$ cat config.mk
export PLATFORM = sky130hd
export DESIGN_NAME = frame_fill_pattern_bit_error_counter_unit
export DESIGN_NICKNAME = d
export VERILOG_FILES = /design/src/design/ffpbe_pkg.sv /design/src/design/ffpbe_win.sv /design/src/design/frame_fill_pattern_bit_error_counter_unit.sv
export SDC_FILE = /design/constraint.sdc
export NUM_CORES = 1
export LEC_CHECK = 0
export BUFFER_PORTS_ARGS = -buffer_cell sky130_fd_sc_hd__clkbuf_2
export CORE_MARGIN = 2
export CORE_UTILIZATION = 45
export DETAILED_ROUTE_END_ITERATION = 16
export GPL_TIMING_DRIVEN = 1
export HOLD_SLACK_MARGIN = 0.02
export PLACE_DENSITY = 0.74
export SYNTH_ARGS = -nofsm -noshare
export SYNTH_HDL_FRONTEND = slang
export SYNTH_SLANG_ARGS = --single-unit
$ cat constraint.sdc
create_clock -name i_clk -period 7.48 [get_ports i_clk]
set_input_delay 0.374 -clock i_clk [delete_from_list [all_inputs] [get_ports i_clk]]
set_output_delay 0.374 -clock i_clk [all_outputs]
set_load 0.005 [all_outputs]
$ cat src/design/ffpbe_pkg.sv
// Package: constants, types and helper functions for the fill-pattern bit error counter
`default_nettype none
package ffpbe_pkg;

    localparam int POS_W       = 15;
    localparam int CNT_W       = 10;
    localparam int ERR_W       = 5;
    localparam int OFF_W       = 4;

    localparam int SCID_OFFSET_DEF = 8;

    localparam int WIN_LEN     = 14;
    localparam int WIN_STRIDE  = 4032;
    localparam int WIDE_COUNT  = 5;
    localparam int WIDE_START  = 806;
    localparam int WIDE_STOP   = 806 + 2000 * 2;
    localparam int LOCAL_START = 894;
    localparam int LOCAL_STOP  = 894 + 10296 * 2;
    localparam int POS_MAX     = 32767;
    localparam int ERR_MAX     = 1023;

    localparam logic [3:0] TYPE_NIBBLE = 4'hF;

    localparam logic [CNT_W-1:0] BITS_WIDE  = CNT_W'(700);
    localparam logic [CNT_W-1:0] BITS_LOCAL = CNT_W'(140);

    typedef logic [1:0] t_class;
    localparam t_class CLASS_NONE  = 2'd0;
    localparam t_class CLASS_WIDE  = 2'd1;
    localparam t_class CLASS_LOCAL = 2'd2;

    localparam logic REG_WIDE_CODE  = 1'b0;
    localparam logic REG_LOCAL_CODE = 1'b1;

    function automatic logic [7:0] start_fill(input logic [OFF_W-1:0] r);
        logic [7:0] v;
        case (r)
            4'd0, 4'd4, 4'd8, 4'd12: v = 8'd3;
            4'd1, 4'd5, 4'd9, 4'd13: v = 8'd255;
            default:                 v = 8'd0;
        endcase
        return v;
    endfunction

    function automatic logic [7:0] stop_fill(input logic [OFF_W-1:0] r);
        logic [7:0] v;
        case (r)
            4'd0, 4'd2, 4'd8, 4'd10: v = 8'd3;
            4'd1, 4'd3, 4'd9, 4'd11: v = 8'd255;
            default:                 v = 8'd0;
        endcase
        return v;
    endfunction

    function automatic logic [3:0] ones8(input logic [7:0] v);
        logic [3:0] n;
        n = '0;
        for (int i = 0; i < 8; i++) begin
            n = n + {3'd0, v[i]};
        end
        return n;
    endfunction

endpackage
`default_nettype wire

$ cat src/design/ffpbe_win.sv
// Window match and fill-mask error count for one frame byte
`default_nettype none
module ffpbe_win
    import ffpbe_pkg::*;
(
    input  wire logic [POS_W-1:0] i_pos,
    input  wire logic [7:0]       i_byte,
    input  wire t_class           i_class,
    output logic [ERR_W-1:0]      o_errs
);

    logic             s_hit, p_hit;
    logic [OFF_W-1:0] s_off, p_off;
    logic [POS_W-1:0] diff;
    logic [POS_W-1:0] base;
    logic [3:0]       s_err, p_err;

    always_comb begin
        s_hit = 1'b0;
        p_hit = 1'b0;
        s_off = '0;
        p_off = '0;
        diff  = '0;
        base  = '0;
        if (i_class == CLASS_WIDE) begin
            for (int i = 0; i < WIDE_COUNT; i++) begin
                base = POS_W'(WIDE_START + i * WIN_STRIDE);
                diff = i_pos - base;
                if (i_pos >= base && diff < POS_W'(WIN_LEN)) begin
                    s_hit = 1'b1;
                    s_off = diff[OFF_W-1:0];
                end
                base = POS_W'(WIDE_STOP + i * WIN_STRIDE);
                diff = i_pos - base;
                if (i_pos >= base && diff < POS_W'(WIN_LEN)) begin
                    p_hit = 1'b1;
                    p_off = diff[OFF_W-1:0];
                end
            end
        end else if (i_class == CLASS_LOCAL) begin
            base = POS_W'(LOCAL_START);
            diff = i_pos - base;
            if (i_pos >= base && diff < POS_W'(WIN_LEN)) begin
                s_hit = 1'b1;
                s_off = diff[OFF_W-1:0];
            end
            base = POS_W'(LOCAL_STOP);
            diff = i_pos - base;
            if (i_pos >= base && diff < POS_W'(WIN_LEN)) begin
                p_hit = 1'b1;
                p_off = diff[OFF_W-1:0];
            end
        end
    end

    assign s_err  = s_hit ? ones8(i_byte ^ start_fill(s_off)) : 4'd0;
    assign p_err  = p_hit ? ones8(i_byte ^ stop_fill(p_off)) : 4'd0;
    assign o_errs = {1'b0, s_err} + {1'b0, p_err};

endmodule
`default_nettype wire

$ cat src/design/frame_fill_pattern_bit_error_counter_unit.sv
// Top level: fill-pattern bit error counter for telemetry minor frames
// Throughput: one frame byte per cycle unless a last byte waits on a full result register.
// When the last byte leaves the input stage, the result register loads and o_valid rises.
// Non-last bytes flow on while a result waits; only a last byte waits on a full result register.
// Reset (synchronous, active low) empties both pipeline stages, clears frame state and sets
// the type codes to wide 0, local 1.
`default_nettype none
module frame_fill_pattern_bit_error_counter_unit
    import ffpbe_pkg::*;
#(
    parameter int SCID_OFFSET = SCID_OFFSET_DEF
)(
    input  wire logic             i_clk,
    input  wire logic             i_rst_n,
    input  wire logic             i_cfg_we,
    input  wire logic             i_cfg_idx,
    input  wire logic [3:0]       i_cfg_data,
    input  wire logic             i_valid,
    output logic                  o_stall,
    input  wire logic [7:0]       i_frame_byte,
    input  wire logic             i_last_byte,
    output logic                  o_valid,
    input  wire logic             i_stall,
    output logic [CNT_W-1:0]      o_bits_checked,
    output logic [CNT_W-1:0]      o_bit_errors,
    output logic                  o_any_error
);

    localparam logic [POS_W-1:0] TYPE_POS = POS_W'(SCID_OFFSET + 3);

    logic [3:0]       r_wide_code, r_local_code;
    logic             r_a_v, r_a_last;
    logic [7:0]       r_a_byte;
    logic [POS_W-1:0] r_pos, n_pos;
    t_class           r_class, n_class, cur_class;
    logic [CNT_W-1:0] r_err, n_err;
    logic             r_o_v;
    logic [CNT_W-1:0] r_o_bits, r_o_err;
    logic             r_o_any;

    logic             in_acc, out_acc, adv;
    logic [ERR_W-1:0] errs;
    logic [CNT_W:0]   sum;
    logic [CNT_W-1:0] tot;
    logic [CNT_W-1:0] bits;

    assign out_acc = r_o_v && !i_stall;
    assign adv     = r_a_v && (!r_a_last || !r_o_v || out_acc);
    assign o_stall = r_a_v && !adv;
    assign in_acc  = i_valid && !o_stall;

    always_comb begin
        cur_class = r_class;
        if (r_pos == TYPE_POS) begin
            if ((r_a_byte[3:0] & TYPE_NIBBLE) == r_wide_code) begin
                cur_class = CLASS_WIDE;
            end else if ((r_a_byte[3:0] & TYPE_NIBBLE) == r_local_code) begin
                cur_class = CLASS_LOCAL;
            end else begin
                cur_class = CLASS_NONE;
            end
        end
    end

    ffpbe_win u_win (
        .i_pos   (r_pos),
        .i_byte  (r_a_byte),
        .i_class (cur_class),
        .o_errs  (errs)
    );

    assign sum = {1'b0, r_err} + (CNT_W+1)'(errs);
    assign tot = (sum > (CNT_W+1)'(ERR_MAX)) ? CNT_W'(ERR_MAX) : sum[CNT_W-1:0];

    always_comb begin
        case (cur_class)
            CLASS_WIDE:  bits = BITS_WIDE;
            CLASS_LOCAL: bits = BITS_LOCAL;
            default:     bits = '0;
        endcase
    end

    always_comb begin
        n_pos   = r_pos;
        n_class = r_class;
        n_err   = r_err;
        if (adv) begin
            if (r_a_last) begin
                n_pos   = '0;
                n_class = CLASS_NONE;
                n_err   = '0;
            end else begin
                n_pos   = (r_pos < POS_W'(POS_MAX)) ? r_pos + 1'b1 : r_pos;
                n_class = cur_class;
                n_err   = tot;
            end
        end
    end

    always_ff @(posedge i_clk) begin
        if (!i_rst_n) begin
            r_wide_code  <= 4'd0;
            r_local_code <= 4'd1;
            r_a_v        <= 1'b0;
            r_pos        <= '0;
            r_class      <= CLASS_NONE;
            r_err        <= '0;
            r_o_v        <= 1'b0;
        end else begin
            if (i_cfg_we) begin
                case (i_cfg_idx)
                    REG_WIDE_CODE:  r_wide_code  <= i_cfg_data;
                    REG_LOCAL_CODE: r_local_code <= i_cfg_data;
                    default:        r_wide_code  <= r_wide_code;
                endcase
            end
            if (in_acc) begin
                r_a_v <= 1'b1;
            end else if (adv) begin
                r_a_v <= 1'b0;
            end
            r_pos   <= n_pos;
            r_class <= n_class;
            r_err   <= n_err;
            if (adv && r_a_last) begin
                r_o_v <= 1'b1;
            end else if (out_acc) begin
                r_o_v <= 1'b0;
            end
        end
    end

    always_ff @(posedge i_clk) begin
        if (in_acc) begin
            r_a_byte <= i_frame_byte;
            r_a_last <= i_last_byte;
        end
        if (adv && r_a_last) begin
            r_o_bits <= bits;
            r_o_err  <= tot;
            r_o_any  <= (tot != '0);
        end
    end

    assign o_valid        = r_o_v;
    assign o_bits_checked = r_o_bits;
    assign o_bit_errors   = r_o_err;
    assign o_any_error    = r_o_any;

endmodule
`default_nettype wire
# Word level (Yosys, flattened, before mapping)
# Memory sizes are Yosys's and may differ from the RTL's.
# Index checks and enable logic that the tools add are counted.
[word_totals] mem_bits_rw=0 memories=2 latchBits=0 regBits=67 wordCells=155 rom_bits=256
[classes] eq_ne=5 n_div=0 bitwise=3 n_reduce_logical=31 n_lt_le_gt_ge=26 shift=0 n_mux=47 mul=0 n_addsub=29
[mem_list] memory="(no name shown)" depth=16 width=8 read_ports=1 rd_clocked_by_memory_dff=0 write_ports=0 line="ffpbe_pkg.sv:47" text="case (r)"
[mem_list] memory="(no name shown)" depth=16 width=8 read_ports=1 rd_clocked_by_memory_dff=0 write_ports=0 line="ffpbe_pkg.sv:37" text="case (r)"
[ops] operator="$lt 15x4->1 const B" count=12
[ops] operator="$mux 4" count=18
[ops] operator="$ge 15x14->1 const B" count=4
[ops] operator="$ge 15x15->1 const B" count=4
[ops] operator="$sub 15x14->15 const B" count=4
[ops] operator="$sub 15x15->15 const B" count=4
[ops] operator="$add 4x1->4" count=12
[ops] operator="$ge 15x10->1 const B" count=2
[ops] operator="$ge 15x13->1 const B" count=2
[ops] operator="$mux 15" count=2
[ops] operator="$sub 15x10->15 const B" count=2
[ops] operator="$sub 15x13->15 const B" count=2
[ops] operator="$mux 1" count=20
[ops] operator="$mux 10" count=2
[ops] operator="$pmux 10 s2" count=1
[ops] operator="$logic_and 1x1->1" count=17
[ops] operator="$xor 8x8->8" count=2
[ops] operator="$add 15x1->15 const B" count=1
[ops] operator="$eq 15x4->1 const B" count=1
[ops] operator="$lt 15x15->1 const B" count=1
[ops] operator="$add 10x5->11" count=1
[ops] operator="$gt 11x10->1 const B" count=1
[ops] operator="$reduce_bool 10->1" count=1
[ops] operator="$eq 4x4->1" count=2
[ops] operator="10 further kinds" count=23

# Longest topological paths before layout
# Gate-level depths: netlist of the first run.
# An unclocked memory read counts as a cell.
[logic_depth] depth_word=24 depth_mapped=33 mapped_depth_nobuf=31

# Cells and area by module
# A second synthesis of the first run with hierarchy kept.
[unflattened] cells_unflattened=759 area_unflattened_um2=6007.0
[by_module_without_submodules] mod="frame_fill_pattern_bit_error_counter_unit" n_inst=1 seq_area_each_um2=1401.3 area_each_um2=3044.2 cells_per_inst=315
[by_module_without_submodules] mod="ffpbe_win" n_inst=1 seq_area_each_um2=0.0 area_each_um2=2962.8 cells_per_inst=444

# Least setup slack after synthesis of the first run
# OpenSTA, ideal clock, no wires.
[synth_timing] kind="register to register" from="reg r_pos[11]" to="reg r_o_any, in the netlist o_any_error (data pin)" t_required_ns=7.215 path_slack_ns=-0.579 path_stages_with_launch=31 n_path_buf=2 arrival_ns=7.794 path_cell_list="dfxtp_1 > clkbuf_1 > clkbuf_1 > or3_1 > nor4_1 > mux2i_1 > ha_1 > o21a_1 > nand4_1 > nor4_1 > a31oi_1 > a41oi_4 > nand3_4 > xor2_1 > fa_1 > fa_1 > fa_1 > fa_1 > xnor2_1 > nand2_1 > fa_1 > inv_1 > ha_1 > a21o_1 > a21oi_1 > o21ai_0 > and3_1 > nand4_1 > nand2_1 > or4_1 > or3_1"
[synth_via] elab_chain_cells=24 elab_cells_between_ends=109
[synth_lines] item="from (decl)" line="frame_fill_pattern_bit_error_counter_unit.sv:34" text="logic [POS_W-1:0] r_pos, n_pos;"
[synth_lines] item="from (signal assigned)" line="frame_fill_pattern_bit_error_counter_unit.sv:122" text="r_pos <= n_pos;"
[synth_lines] item="$sub 15x10->15 or $sub 15x13->15 (tied branches)" line="ffpbe_win.sv:28, ffpbe_win.sv:34"
[synth_lines] item="$lt 15x4->1 (on tied branches)" line="ffpbe_win.sv:29, ffpbe_win.sv:35"
[synth_lines] item="$logic_and 1x1->1 (on tied branches)" line="ffpbe_win.sv:29, ffpbe_win.sv:35"
[synth_lines] item="$mux 4 (on tied branches) (5 in series)" line="ffpbe_win.sv:29, ffpbe_win.sv:35"
[synth_lines] item="$mux 4" line="ffpbe_win.sv:25" text="if (i_class == CLASS_WIDE) begin"
[synth_lines] item="$mem_v2 16x8 (on tied branches)"
[synth_lines] item="$xor 8x8->8 (on tied branches)" line="ffpbe_win.sv:56, ffpbe_win.sv:57"
[synth_lines] item="$add 1x1->2" line="ffpbe_pkg.sv:59" text="n = n + {3'd0, v[i]};"
[synth_lines] item="$add 4x1->4 (6 in series)" line="ffpbe_pkg.sv:59"
[synth_lines] item="$mux 4 (on tied branches)" line="ffpbe_win.sv:56, ffpbe_win.sv:57"
[synth_lines] item="$add 4x4->5 (*)" line="ffpbe_win.sv:58" text="assign o_errs = {1'b0, s_err} + {1'b0, p_err};"
[synth_lines] item="$add 10x5->11 (*)" line="frame_fill_pattern_bit_error_counter_unit.sv:72" text="assign sum = {1'b0, r_err} + (CNT_W+1)'(errs);"
[synth_lines] item="$gt 11x10->1" line="frame_fill_pattern_bit_error_counter_unit.sv:73" text="assign tot = (sum > (CNT_W+1)'(ERR_MAX)) ? CNT_W'(ERR_MAX) : sum[CNT_W-1:0];"
[synth_lines] item="$mux 10 (*)" line="frame_fill_pattern_bit_error_counter_unit.sv:73"
[synth_lines] item="via tot[2]" line="frame_fill_pattern_bit_error_counter_unit.sv:44" text="logic [CNT_W-1:0] tot;"
[synth_lines] item="$reduce_bool 10->1 (*)" line="frame_fill_pattern_bit_error_counter_unit.sv:141" text="r_o_any <= (tot != '0);"
[synth_lines] item="to (signal assigned)" line="frame_fill_pattern_bit_error_counter_unit.sv:141"
[synth_lines] item="to (decl)" line="frame_fill_pattern_bit_error_counter_unit.sv:39" text="logic r_o_any;"
# The timed path passes the listed nets; every way through them passes the cells marked *.
# A chain may end at the register's enable or synchronous reset.

# Worst setup path after layout of the first run
[layout_timing] from="reg r_pos[2]" to="reg r_o_any, in the netlist o_any_error (data pin)"
# The elaborated chain is that of the path after synthesis.

==> results.py, run 1 <==
metrics = {
    "clock_tree": {
        "cts_buffers": 9,
        "cts.sinks": 59,
        "tritoncts": "built",
        "cts_root_buffer": "clkbuf_16",
        "cts_htree_levels": 3,
        "worstSkewPairLatency_ns": 0.33,
        "clkSlewWorstSetupHoldPaths_ns": 0.05,
        "clockBufferDepth": 2,
    },
    "timing": {
        "setup_ws_ns": -0.145,
        "tns_ns": -0.145,
        "fmax_ghz": 0.131,
        "grt_setup_unrepaired": "true",
        "setup_viol": 1,
        "drv_slew": 0,
        "relSlewSlack_pct": 41.5,
        "period_needed_ns": 7.63,
        "hold_viol_final": 0,
        "fin_worst_skew_ns": 0.0101,
        "period_share_pct": 102,
        "worst_pin_slew_ns": 0.874,
    },
    "setup_path": {
        "cpPeakStageDelay_ns": 0.54,
        "r2r-end": "o_any_error$_DFFE_PP_",
        "critical_path.top_delay_family": "adder cells",
        "crit_arrival_ns": 7.70,
        "start_kind": "flip-flop",
        "crit_path_end_kind": "flip-flop",
        "r2r_start": "r_pos[2]$_SDFFE_PN0P_",
        "r2r_slack_ns": -0.15,
        "crit_required_ns": 7.55,
        "cp_common_cell": "fa_1",
        "cp_max_fo": 11,
        "reg2regPathDepth": 27,
        "slowest_stage": "fa_1",
        "path_buf_inv": 3,
        "path_class": "reg -> reg",
    },
    "drt": {
        "postRouteAntennaNets": 0,
        "routed-via-count": 5584,
        "wl_um": 17500,
        "avgViaCountPerCell": 6.12,
        "drt_iter0_markers": 538,
        "firstDrtPassIters": 5,
        "drc": 0,
        "wl_per_cell_um": 19.1,
    },
    "yosys": {
        "synth_flop_cell": "dfxtp_1",
        "seq_area_frac_synth_pct": 26.0,
        "post_synth_num_cell_types": 82,
        "synth-edff-count": 22,
        "synth_warnings": 0,
        "synth_area_per_cell_um2": 8.11,
        "mappedNetlistArea_mm2": 0.00539,
        "ys_seq_elements": 59,
        "syn_inst": 664,
        "ys_async_sr_fraction_pct": 0,
    },
    "layout": {
        "layout-drive-gt1-share_pct": 28.3,
        "nets": 810,
        "area_growth_syn_to_layout_pct": 28.5,
        "layout_common_cells": "buf_4 (100), nand2_1 (55), nor2_1 (50)",
        "layout_commonest_cell": "buf_4",
        "fin_util_pct": 59.9,
        "n_antenna_cell": 0,
        "final_cell_area_mm2": 0.00692,
    },
    "power_and_ir_drop": {
        "peakVddDrop_mv": 0.204,
        "p_leak_nw": 2.79,
        "power.density_mw_per_mm2": 126,
    },
    "job": {
        "drv_cap": 0,
    },
    "worst_hold_path": {
        "holdPathEnd": "r_a_byte[7]$_DFFE_PP_",
        "hold_class": "in -> reg",
        "hp-start": "i_frame_byte[7]",
        "min_path_cells": 1,
    },
    "floorplan": {
        "initial_core_util_pct": 46.6,
        "die-height_um": 113,
        "ios": 42,
        "rows": 39,
        "coreArea_mm2": 0.0116,
        "die_w_um": 113,
        "die-area_mm2": 0.0129,
    },
    "place": {
        "gp_congestion": 0.960,
        "numPortBuffers": 37,
        "dpl.hpwl_um": 13000,
        "placed_area_mm2": 0.00639,
    },
    "global_routing": {
        "grt_pass1_vias": 5591,
        "grt_overflow": 0,
        "grt_max_degree": 36,
        "antenna_found_initial": 0,
        "grtUsageTotal_pct": 28.3,
        "grt_pass1_wl_um": 28900,
    },
    "run_status": {
        "violations": "setup timing",
        "status": "complete, but fails checks",
    },
}
routing by layer:
metal | wire, um | part of all wire, % | GRT usage [%] | up-vias
met5 | 0 | 0 | 0 | -
met3 | 1330 | 7.6 | 4.36 | 68
met1 | 6890 | 39 | 35.3 | 2651
li1 | - | - | - | 2601
met4 | 861 | 4.9 | 16.3 | 0
met2 | 8380 | 48 | 46.7 | 264
state kept, by name (all words and copies together) (netlist names):
name,flops
r_pos,15
r_err,10
r_a_byte,8
r_wide_code,4
r_local_code,4
r_a_v,1
o_valid,1
o_bit_errors,10
r_a_last,1
r_class,2
o_any_error,1
o_bits_checked,2
worst register-to-register path, delay by kind of cell, from the launching register on:
kind / cells / cell delay, ns
AO/OA/AOI/OAI: 8 / 1.98
flip-flops: 1 / 0.33
AND/OR/NAND/NOR: 8 / 1.64
XOR/XNOR: 2 / 0.32
adder cells (fa/ha/maj): 6 / 2.68
buffers and inverters: 3 / 0.42
cell usage after synthesis (14+ instances only):
cell      count  area [um^2]
nor2_1       51          191
nor2b_1      27          169
xor2_1       25          219
nand3_1      29          145
inv_1        27          101
a22oi_1      15          113
nand4_1      14         87.6
dfxtp_1      37          741
xnor2_1      34          298
edfxtp_1     22          661
o21ai_0      25          125
clkbuf_1     31          116
a21oi_1      37          185
nand2_1      55          206
final cells by class:
type	count	area [um^2]
timing repair buffer	144	1070
sequential	59	1410
tap	143	179
inverter	29	109
multi-input combinational	522	3840
clock inverter	7	100
fill	973	4640
clock buffer	9	225
cells by family (layout without fill, tap and decap cells):
logic type / count (synthesis) / in the layout / synth area share, %
other cells: 1 / 4 / 0.0696
compound gates: 167 / 167 / 22.4
xor+xnor: 60 / 60 / 9.90
simple gates: 253 / 253 / 24.5
fa+ha+maj: 26 / 26 / 7.85
flops: 59 / 59 / 26.0
mux: 12 / 12 / 2.28
buf+inv: 86 / 189 / 7.06
power by group:
part	leakage [nW]	internal [W]	switching, W
combinational	2.11	0.0000414	0.0000422
sequential	0.520	0.000340	0.00000619
clock	0.160	0.000293	0.000149
metrics by stage:
step	power, W	cells	hold WS [ns]	setup slack (ns)
2_1_floorplan	0.000406	667	0.456	-0.109
3_3_place_gp	0.000424	892	0.471	-0.325
3_5_place_dp	0.000430	892	0.475	-0.510
4_1_cts	0.000879	912	0.208	-0.135
5_1_grt	0.000907	913	0.214	-0.431
6_report	0.000873	913	0.219	-0.145
timing repair:
item,in CTS,in global routing
hold buffers,0,0
gates cloned,0,0
buffers inserted,4,1
setup endpoints to repair,1,11
pin swaps,13,10
gates resized for setup,20,14
worst max path at each step:
stage                                start                    end  cells after the start
floorplan            r_pos[9]$_SDFFE_PN0P_  o_any_error$_DFFE_PP_                     31
detailed placement   r_pos[1]$_SDFFE_PN0P_  o_any_error$_DFFE_PP_                     28
finish               r_pos[2]$_SDFFE_PN0P_  o_any_error$_DFFE_PP_                     27
CTS                  r_pos[2]$_SDFFE_PN0P_  o_any_error$_DFFE_PP_                     31
global route        r_pos[11]$_SDFFE_PN0P_  o_any_error$_DFFE_PP_                     29
global placement     r_pos[1]$_SDFFE_PN0P_  o_any_error$_DFFE_PP_                     28
Note: power is estimated with default switching activity, not from simulation.
==> inputs of run 2 (changes only) <==
--- a/config.mk
+++ b/config.mk
@@ -6,12 +6,13 @@
 export NUM_CORES = 1
 export LEC_CHECK = 0
 export BUFFER_PORTS_ARGS = -buffer_cell sky130_fd_sc_hd__clkbuf_2
-export CORE_MARGIN = 2
+export CORE_MARGIN = 8
 export CORE_UTILIZATION = 45
 export DETAILED_ROUTE_END_ITERATION = 16
 export GPL_TIMING_DRIVEN = 1
 export HOLD_SLACK_MARGIN = 0.02
 export PLACE_DENSITY = 0.74
+export SLEW_MARGIN = 10
 export SYNTH_ARGS = -nofsm -noshare
 export SYNTH_HDL_FRONTEND = slang
 export SYNTH_SLANG_ARGS = --single-unit
==> run 2 against run 1 <==
The flow still finishes with violations (setup timing). Worst hold slack about the same. Die area increased by 22%. Flip-flop and latch count unchanged. Final cell count increased by 2.3%. Register-to-register slack got worse by 0.28 ns. Via count increased by 3.4%. Clock skew decreased by 0.0046 ns.
==> results.py, run 2 (same netlist as run 1, synthesis figures left out) <==
metrics = {
    "floorplan": {
        "rows": 40,
        "ios": 42,
        "die-area_mm2": 0.0157,
        "die_w_um": 125,
        "initial_core_util_pct": 45.4,
        "coreArea_mm2": 0.0119,
        "die-height_um": 125,
    },
    "setup_path": {
        "path_buf_inv": 4,
        "path_class": "reg -> reg",
        "slowest_stage": "or4_4",
        "crit_arrival_ns": 7.99,
        "r2r_start": "r_pos[2]$_SDFFE_PN0P_",
        "r2r-end": "o_any_error$_DFFE_PP_",
        "setup.worst_path.start": "r_pos[2]$_SDFFE_PN0P_",
        "crit_required_ns": 7.56,
        "crit_path_end_kind": "flip-flop",
        "r2r_slack_ns": -0.43,
        "cpPeakStageDelay_ns": 0.57,
        "start_kind": "flip-flop",
        "reg2regPathDepth": 28,
        "crit_end": "o_any_error$_DFFE_PP_",
        "cp_max_fo": 6,
        "critical_path.top_delay_family": "adder cells",
        "worst-path-stages": 28,
    },
    "timing": {
        "fin_worst_skew_ns": 0.00554,
        "relSlewSlack_pct": 36.4,
        "worst_pin_slew_ns": 0.950,
        "period_needed_ns": 7.91,
        "grt_setup_unrepaired": "true",
        "drv_slew": 0,
        "fmax_ghz": 0.126,
        "setup_viol": 1,
        "tns_ns": -0.430,
        "period_share_pct": 106,
        "setup_ws_ns": -0.430,
        "hold_viol_final": 0,
    },
    "layout": {
        "area_growth_syn_to_layout_pct": 31.7,
        "nFillCells": 985,
        "largest_reg_flops": 15,
        "nets": 827,
        "layout_commonest_cell": "buf_4",
        "top_register": "r_pos",
        "n_antenna_cell": 0,
        "fin_util_pct": 59.8,
        "layout_common_cells": "buf_4 (112), nand2_1 (53), nor2_1 (50)",
        "layout-drive-gt1-share_pct": 29.9,
    },
    "drt": {
        "avgViaCountPerCell": 6.18,
        "drt_iter0_markers": 554,
        "routed-via-count": 5773,
        "wl_per_cell_um": 20.1,
        "firstDrtPassIters": 5,
        "postRouteAntennaNets": 0,
        "drc": 0,
        "wl_um": 18700,
    },
    "worst_hold_path": {
        "hold_class": "in -> reg",
        "hp-start": "i_frame_byte[2]",
    },
    "place": {
        "dpl.hpwl_um": 13800,
        "numPortBuffers": 37,
        "gp_congestion": 0.978,
    },
    "clock_tree": {
        "cts_htree_levels": 3,
        "clockBufferDepth": 2,
        "postCtsHoldBufs": 0,
        "tritoncts": "built",
        "clkSlewWorstSetupHoldPaths_ns": 0.05,
        "cts_buffers": 9,
        "worstSkewPairLatency_ns": 0.33,
        "cts.sinks": 59,
        "cts_root_buffer": "clkbuf_16",
    },
    "global_routing": {
        "grt_max_degree": 29,
        "grt_pass1_wl_um": 29600,
        "grt_overflow": 0,
        "grt_pass1_vias": 5749,
        "antenna_found_initial": 0,
        "grtUsageTotal_pct": 23.4,
    },
    "power_and_ir_drop": {
        "power.density_mw_per_mm2": 122,
        "p_leak_nw": 2.88,
        "peakVddDrop_mv": 0.202,
    },
    "job": {
        "drv_cap": 0,
    },
    "run_status": {
        "status": "complete, but fails checks",
        "violations": "setup timing",
    },
}
-- run 2: timing repair --
action / 4_1_cts / 5_1_grt
gates resized for setup: 17 / 27
endpoints found under the setup margin: 1 / 11
buffers inserted: 4 / 12
pin swaps: 14 / 15
-- run 2: area by class of cell --
cell class                      count  area, um^2  area share, %
Tap cell                          147         184           2.59
Inverter                           29         109           1.53
Clock buffer                        9         225           3.17
Clock inverter                      7        92.6           1.31
Multi-Input combinational cell    522        3840           54.2
Sequential cell                    59        1410           19.9
Timing Repair Buffer              161        1230           17.4
-- run 2: stage by stage --
step                setup WS, ns  instances  hold WS [ns]  total power, W  area [um^2]
floorplan                 -0.109        667         0.456        0.000406         5500
global placement          -0.289        902         0.474        0.000425         6470
detailed placement        -0.365        902         0.478        0.000431         6470
CTS                       -0.245        922         0.208        0.000865         6900
global route              -0.744        934         0.213        0.000891         7090
finish                    -0.430        934         0.219        0.000863         7090
-- run 2: how the worst min path moves through the flow --
stage / depth (start not counted) / slack [ns] / end
CTS: 1 / 0.21 / r_a_byte[1]$_DFFE_PP_
floorplan: 2 / 0.46 / r_local_code[1]$_SDFFE_PN0P_
detailed placement: 2 / 0.48 / r_local_code[3]$_SDFFE_PN0P_
global route: 1 / 0.21 / r_a_last$_DFFE_PP_
global placement: 2 / 0.47 / o_valid$_SDFFE_PN0P_
finish: 1 / 0.22 / r_a_byte[2]$_DFFE_PP_
-- run 2: routing by layer --
layer | GRT usage, % | share of wire [%] | vias to the layer above
met1 | 26.0 | 38 | 2764
met3 | 4.38 | 7.1 | 87
li1 | - | - | 2635
met4 | 15.6 | 5.9 | 0
met5 | 0 | 0 | -
met2 | 40.2 | 49 | 287
-- run 2: power breakdown --
part	internal, W	switching (W)
sequential	0.000340	0.00000631
clock	0.000289	0.000144
combinational	0.0000404	0.0000430
total	0.000670	0.000193
-- run 2: worst reg2reg max path, delay by kind of cell, from the launching register on --
family          cells  cell delay [ns]
xor+xnor            3             0.56
flops               1             0.34
fa+ha+maj           7             2.90
simple gates        9             2.12
buf+inv             4             0.39
compound gates      5             1.35
==> inputs of run 3 (changes only) <==
--- a/config.mk
+++ b/config.mk
@@ -12,7 +12,9 @@
 export GPL_TIMING_DRIVEN = 1
 export HOLD_SLACK_MARGIN = 0.02
 export PLACE_DENSITY = 0.74
+export RECOVER_POWER = 50
 export SLEW_MARGIN = 10
 export SYNTH_ARGS = -nofsm -noshare
 export SYNTH_HDL_FRONTEND = slang
+export SYNTH_HIERARCHICAL = 1
 export SYNTH_SLANG_ARGS = --single-unit
==> run 3 against run 2 <==
The run still ends with setup timing left. Synthesized cell count increased by 14%. Final cell count increased by 15%. Area after synthesis increased by 12%. Combinational power increased by 26%. Critical path type unchanged.
==> results.py, run 3 <==
metrics = {
    "place": {
        "place_ws_ns": -0.289,
        "placed_area_mm2": 0.00716,
        "dpl.hpwl_um": 14400,
        "gp_congestion": 0.995,
        "numPortBuffers": 37,
        "dp_cells": 1043,
    },
    "clock_tree": {
        "clkSlewWorstSetupHoldPaths_ns": 0.06,
        "tritoncts": "built",
        "cts_root_buffer": "clkbuf_16",
        "worstSkewPairLatency_ns": 0.33,
        "cts.sinks": 59,
        "clockBufferDepth": 2,
        "cts_buffers": 9,
        "cts_htree_levels": 3,
    },
    "setup_path": {
        "crit_path_end_kind": "flip-flop",
        "cp_max_fo": 9,
        "path_class": "reg -> reg",
        "slowest_stage": "fa_1",
        "crit_required_ns": 7.54,
        "crit_arrival_ns": 7.68,
        "start_kind": "flip-flop",
        "cpPeakStageDelay_ns": 0.58,
    },
    "floorplan": {
        "die_w_um": 132,
        "die-height_um": 132,
        "rows": 42,
        "coreArea_mm2": 0.0131,
        "die-area_mm2": 0.0173,
        "ios": 42,
        "initial_core_util_pct": 45.7,
    },
    "timing": {
        "period_share_pct": 102,
        "relSlewSlack_pct": 17.9,
        "setup_viol": 1,
        "drv_slew": 0,
        "period_needed_ns": 7.62,
        "hold_viol_final": 0,
        "setup_ws_ns": -0.142,
        "worst_pin_slew_ns": 1.22,
        "grt_setup_unrepaired": "true",
        "fmax_ghz": 0.131,
        "fin_worst_skew_ns": 0.0114,
    },
    "power_and_ir_drop": {
        "peakVddDrop_mv": 0.179,
        "total_power_w": 0.000817,
        "p_leak_nw": 3.15,
        "power.density_mw_per_mm2": 105,
    },
    "yosys": {
        "ys_async_sr_fraction_pct": 0,
        "ys_seq_elements": 59,
        "synth_flop_cell": "dfxtp_1",
        "synth-edff-count": 22,
        "seq_area_frac_synth_pct": 23.3,
        "synth_top_area_cell": "dfxtp_1",
        "synth_warnings": 6,
        "synth_common_cells": "nor2_1 (68), nand2_1 (64), a21oi_1 (43)",
        "post_synth_num_cell_types": 85,
        "synth_top_area_share_pct": 12.3,
        "synth_area_per_cell_um2": 7.91,
        "syn_inst": 759,
        "mappedNetlistArea_mm2": 0.00601,
        "synth.area.top_cells": "dfxtp_1 (12%), edfxtp_1 (11%), xnor2_1 (5.2%)",
        "synth_most_common_cell": "nor2_1",
    },
    "layout": {
        "nets": 943,
        "final_cell_area_mm2": 0.00781,
        "fin_util_pct": 59.5,
        "n_antenna_cell": 0,
        "area_growth_syn_to_layout_pct": 30.1,
        "largest_reg_flops": 15,
        "nFillCells": 1132,
        "top_register": "r_pos",
        "layout_commonest_cell": "buf_4",
        "layout_common_cells": "buf_4 (139), nor2_1 (64), nand2_1 (63)",
        "layout-drive-gt1-share_pct": 28.9,
        "final_cell_count_no_fill": 1075,
    },
    "run_status": {
        "status": "complete, but fails checks",
        "violations": "setup timing",
    },
    "global_routing": {
        "grtUsageTotal_pct": 21.9,
        "top_usage_layer": "met2",
        "use_met3_pct": 3.58,
        "grt_pass1_vias": 6259,
        "grt_max_degree": 37,
        "grtUsageMet2_pct": 36.9,
        "grt_pass1_wl_um": 31700,
        "antenna_found_initial": 0,
        "met1_usage_pct": 26.4,
        "grt_overflow": 0,
    },
    "drt": {
        "drc": 0,
        "wl_per_cell_um": 19.3,
        "routed-via-count": 6618,
        "avgViaCountPerCell": 6.16,
        "firstDrtPassIters": 5,
        "wl_um": 20800,
        "drt_iter0_markers": 820,
        "postRouteAntennaNets": 0,
    },
    "worst_hold_path": {
        "hold_class": "in -> reg",
    },
    "job": {
        "drv_cap": 0,
    },
}
==> run 3: cell types whose count changed in the layout (fill, tap and decap cells not counted), sizes merged, moves of 8 or more <==
cell / previous run / this run
nor4: 11 / 19
nor2: 51 / 70
and3: 7 / 17
nand2: 56 / 64
nand4: 14 / 22
o21ai: 26 / 42
ha: 13 / 22
a22oi: 16 / 5
buf: 124 / 148
==> run 3: power breakdown <==
| part | total, W | switching, W | internal, W |
|---|---|---|---|
| combinational | 0.000105 | 0.0000590 | 0.0000462 |
| sequential | 0.000348 | 0.00000620 | 0.000342 |
| clock | 0.000364 | 0.000143 | 0.000222 |
==> run 3: layout make-up <==
class                           instances  area (um^2)  share of cell area (%)
Clock buffer                           12          236                    3.03
Timing Repair Buffer                  186         1360                    17.4
Clock inverter                          4         20.0                   0.256
Multi-Input combinational cell        617         4490                    57.5
Inverter                               21         78.8                    1.01
Sequential cell                        59         1410                    18.0
Tap cell                              176          220                    2.82
==> run 3: timing repair <==
action / in CTS / in global routing
gates resized for setup: 28 / 43
pin swaps: 18 / 36
setup endpoints to repair: 11 / 18
setup buffers: 9 / 7
hold buffers: 0 / 0
==> run 3: final timing paths <==
path / depth (start not counted) / startpoint / to / slack, ns
hold / removal: 1 / i_frame_byte[6] / r_a_byte[6]$_DFFE_PP_ / 0.22
hold reg to reg: 2 / r_err[0]$_SDFFE_PN0P_ / r_err[0]$_SDFFE_PN0P_ / 0.48
setup reg to reg: 28 / r_pos[3]$_SDFFE_PN0P_ / o_any_error$_DFFE_PP_ / -0.14
setup / recovery: 28 / r_pos[3]$_SDFFE_PN0P_ / o_any_error$_DFFE_PP_ / -0.14
==> run 3: critical path: cells and delay by family, from the launching register on <==
| family | cells | cell delay, ns |
|---|---|---|
| AOI/OAI and AO/OA | 7 | 1.29 |
| xor gates and xnor gates | 3 | 0.53 |
| adders and majority gates | 7 | 2.52 |
| buffers and inverters | 3 | 0.42 |
| DFF | 1 | 0.36 |
| and+or+nand+nor | 8 | 2.19 |
==> run 3: logic make-up after synthesis <==
logic type	synth area share [%]
flip-flops	23.3
multiplexers	2.75
adder cells (fa/ha/maj)	7.25
XOR/XNOR	9.48
AO/OA/AOI/OAI	22.7
AND/OR/NAND/NOR	27.6
buffers and inverters	6.81
other	0.0624
==> run 3: routing by layer <==
layer	vias to the layer above	routed length, um
li1	3056	-
met1	3146	8220
met2	340	10100
met3	76	1500
met4	0	897
met5	-	0
==> run 3: stage by stage <==
| stage | hold WS, ns | TNS, ns |
|---|---|---|
| 2_1_floorplan | 0.439 | 0 |
| 3_3_place_gp | 0.463 | -0.0889 |
| 5_1_grt | 0.213 | -1.13 |
| 4_1_cts | 0.217 | 0 |
| 3_5_place_dp | 0.470 | -0.336 |
| 6_report | 0.220 | -0.142 |
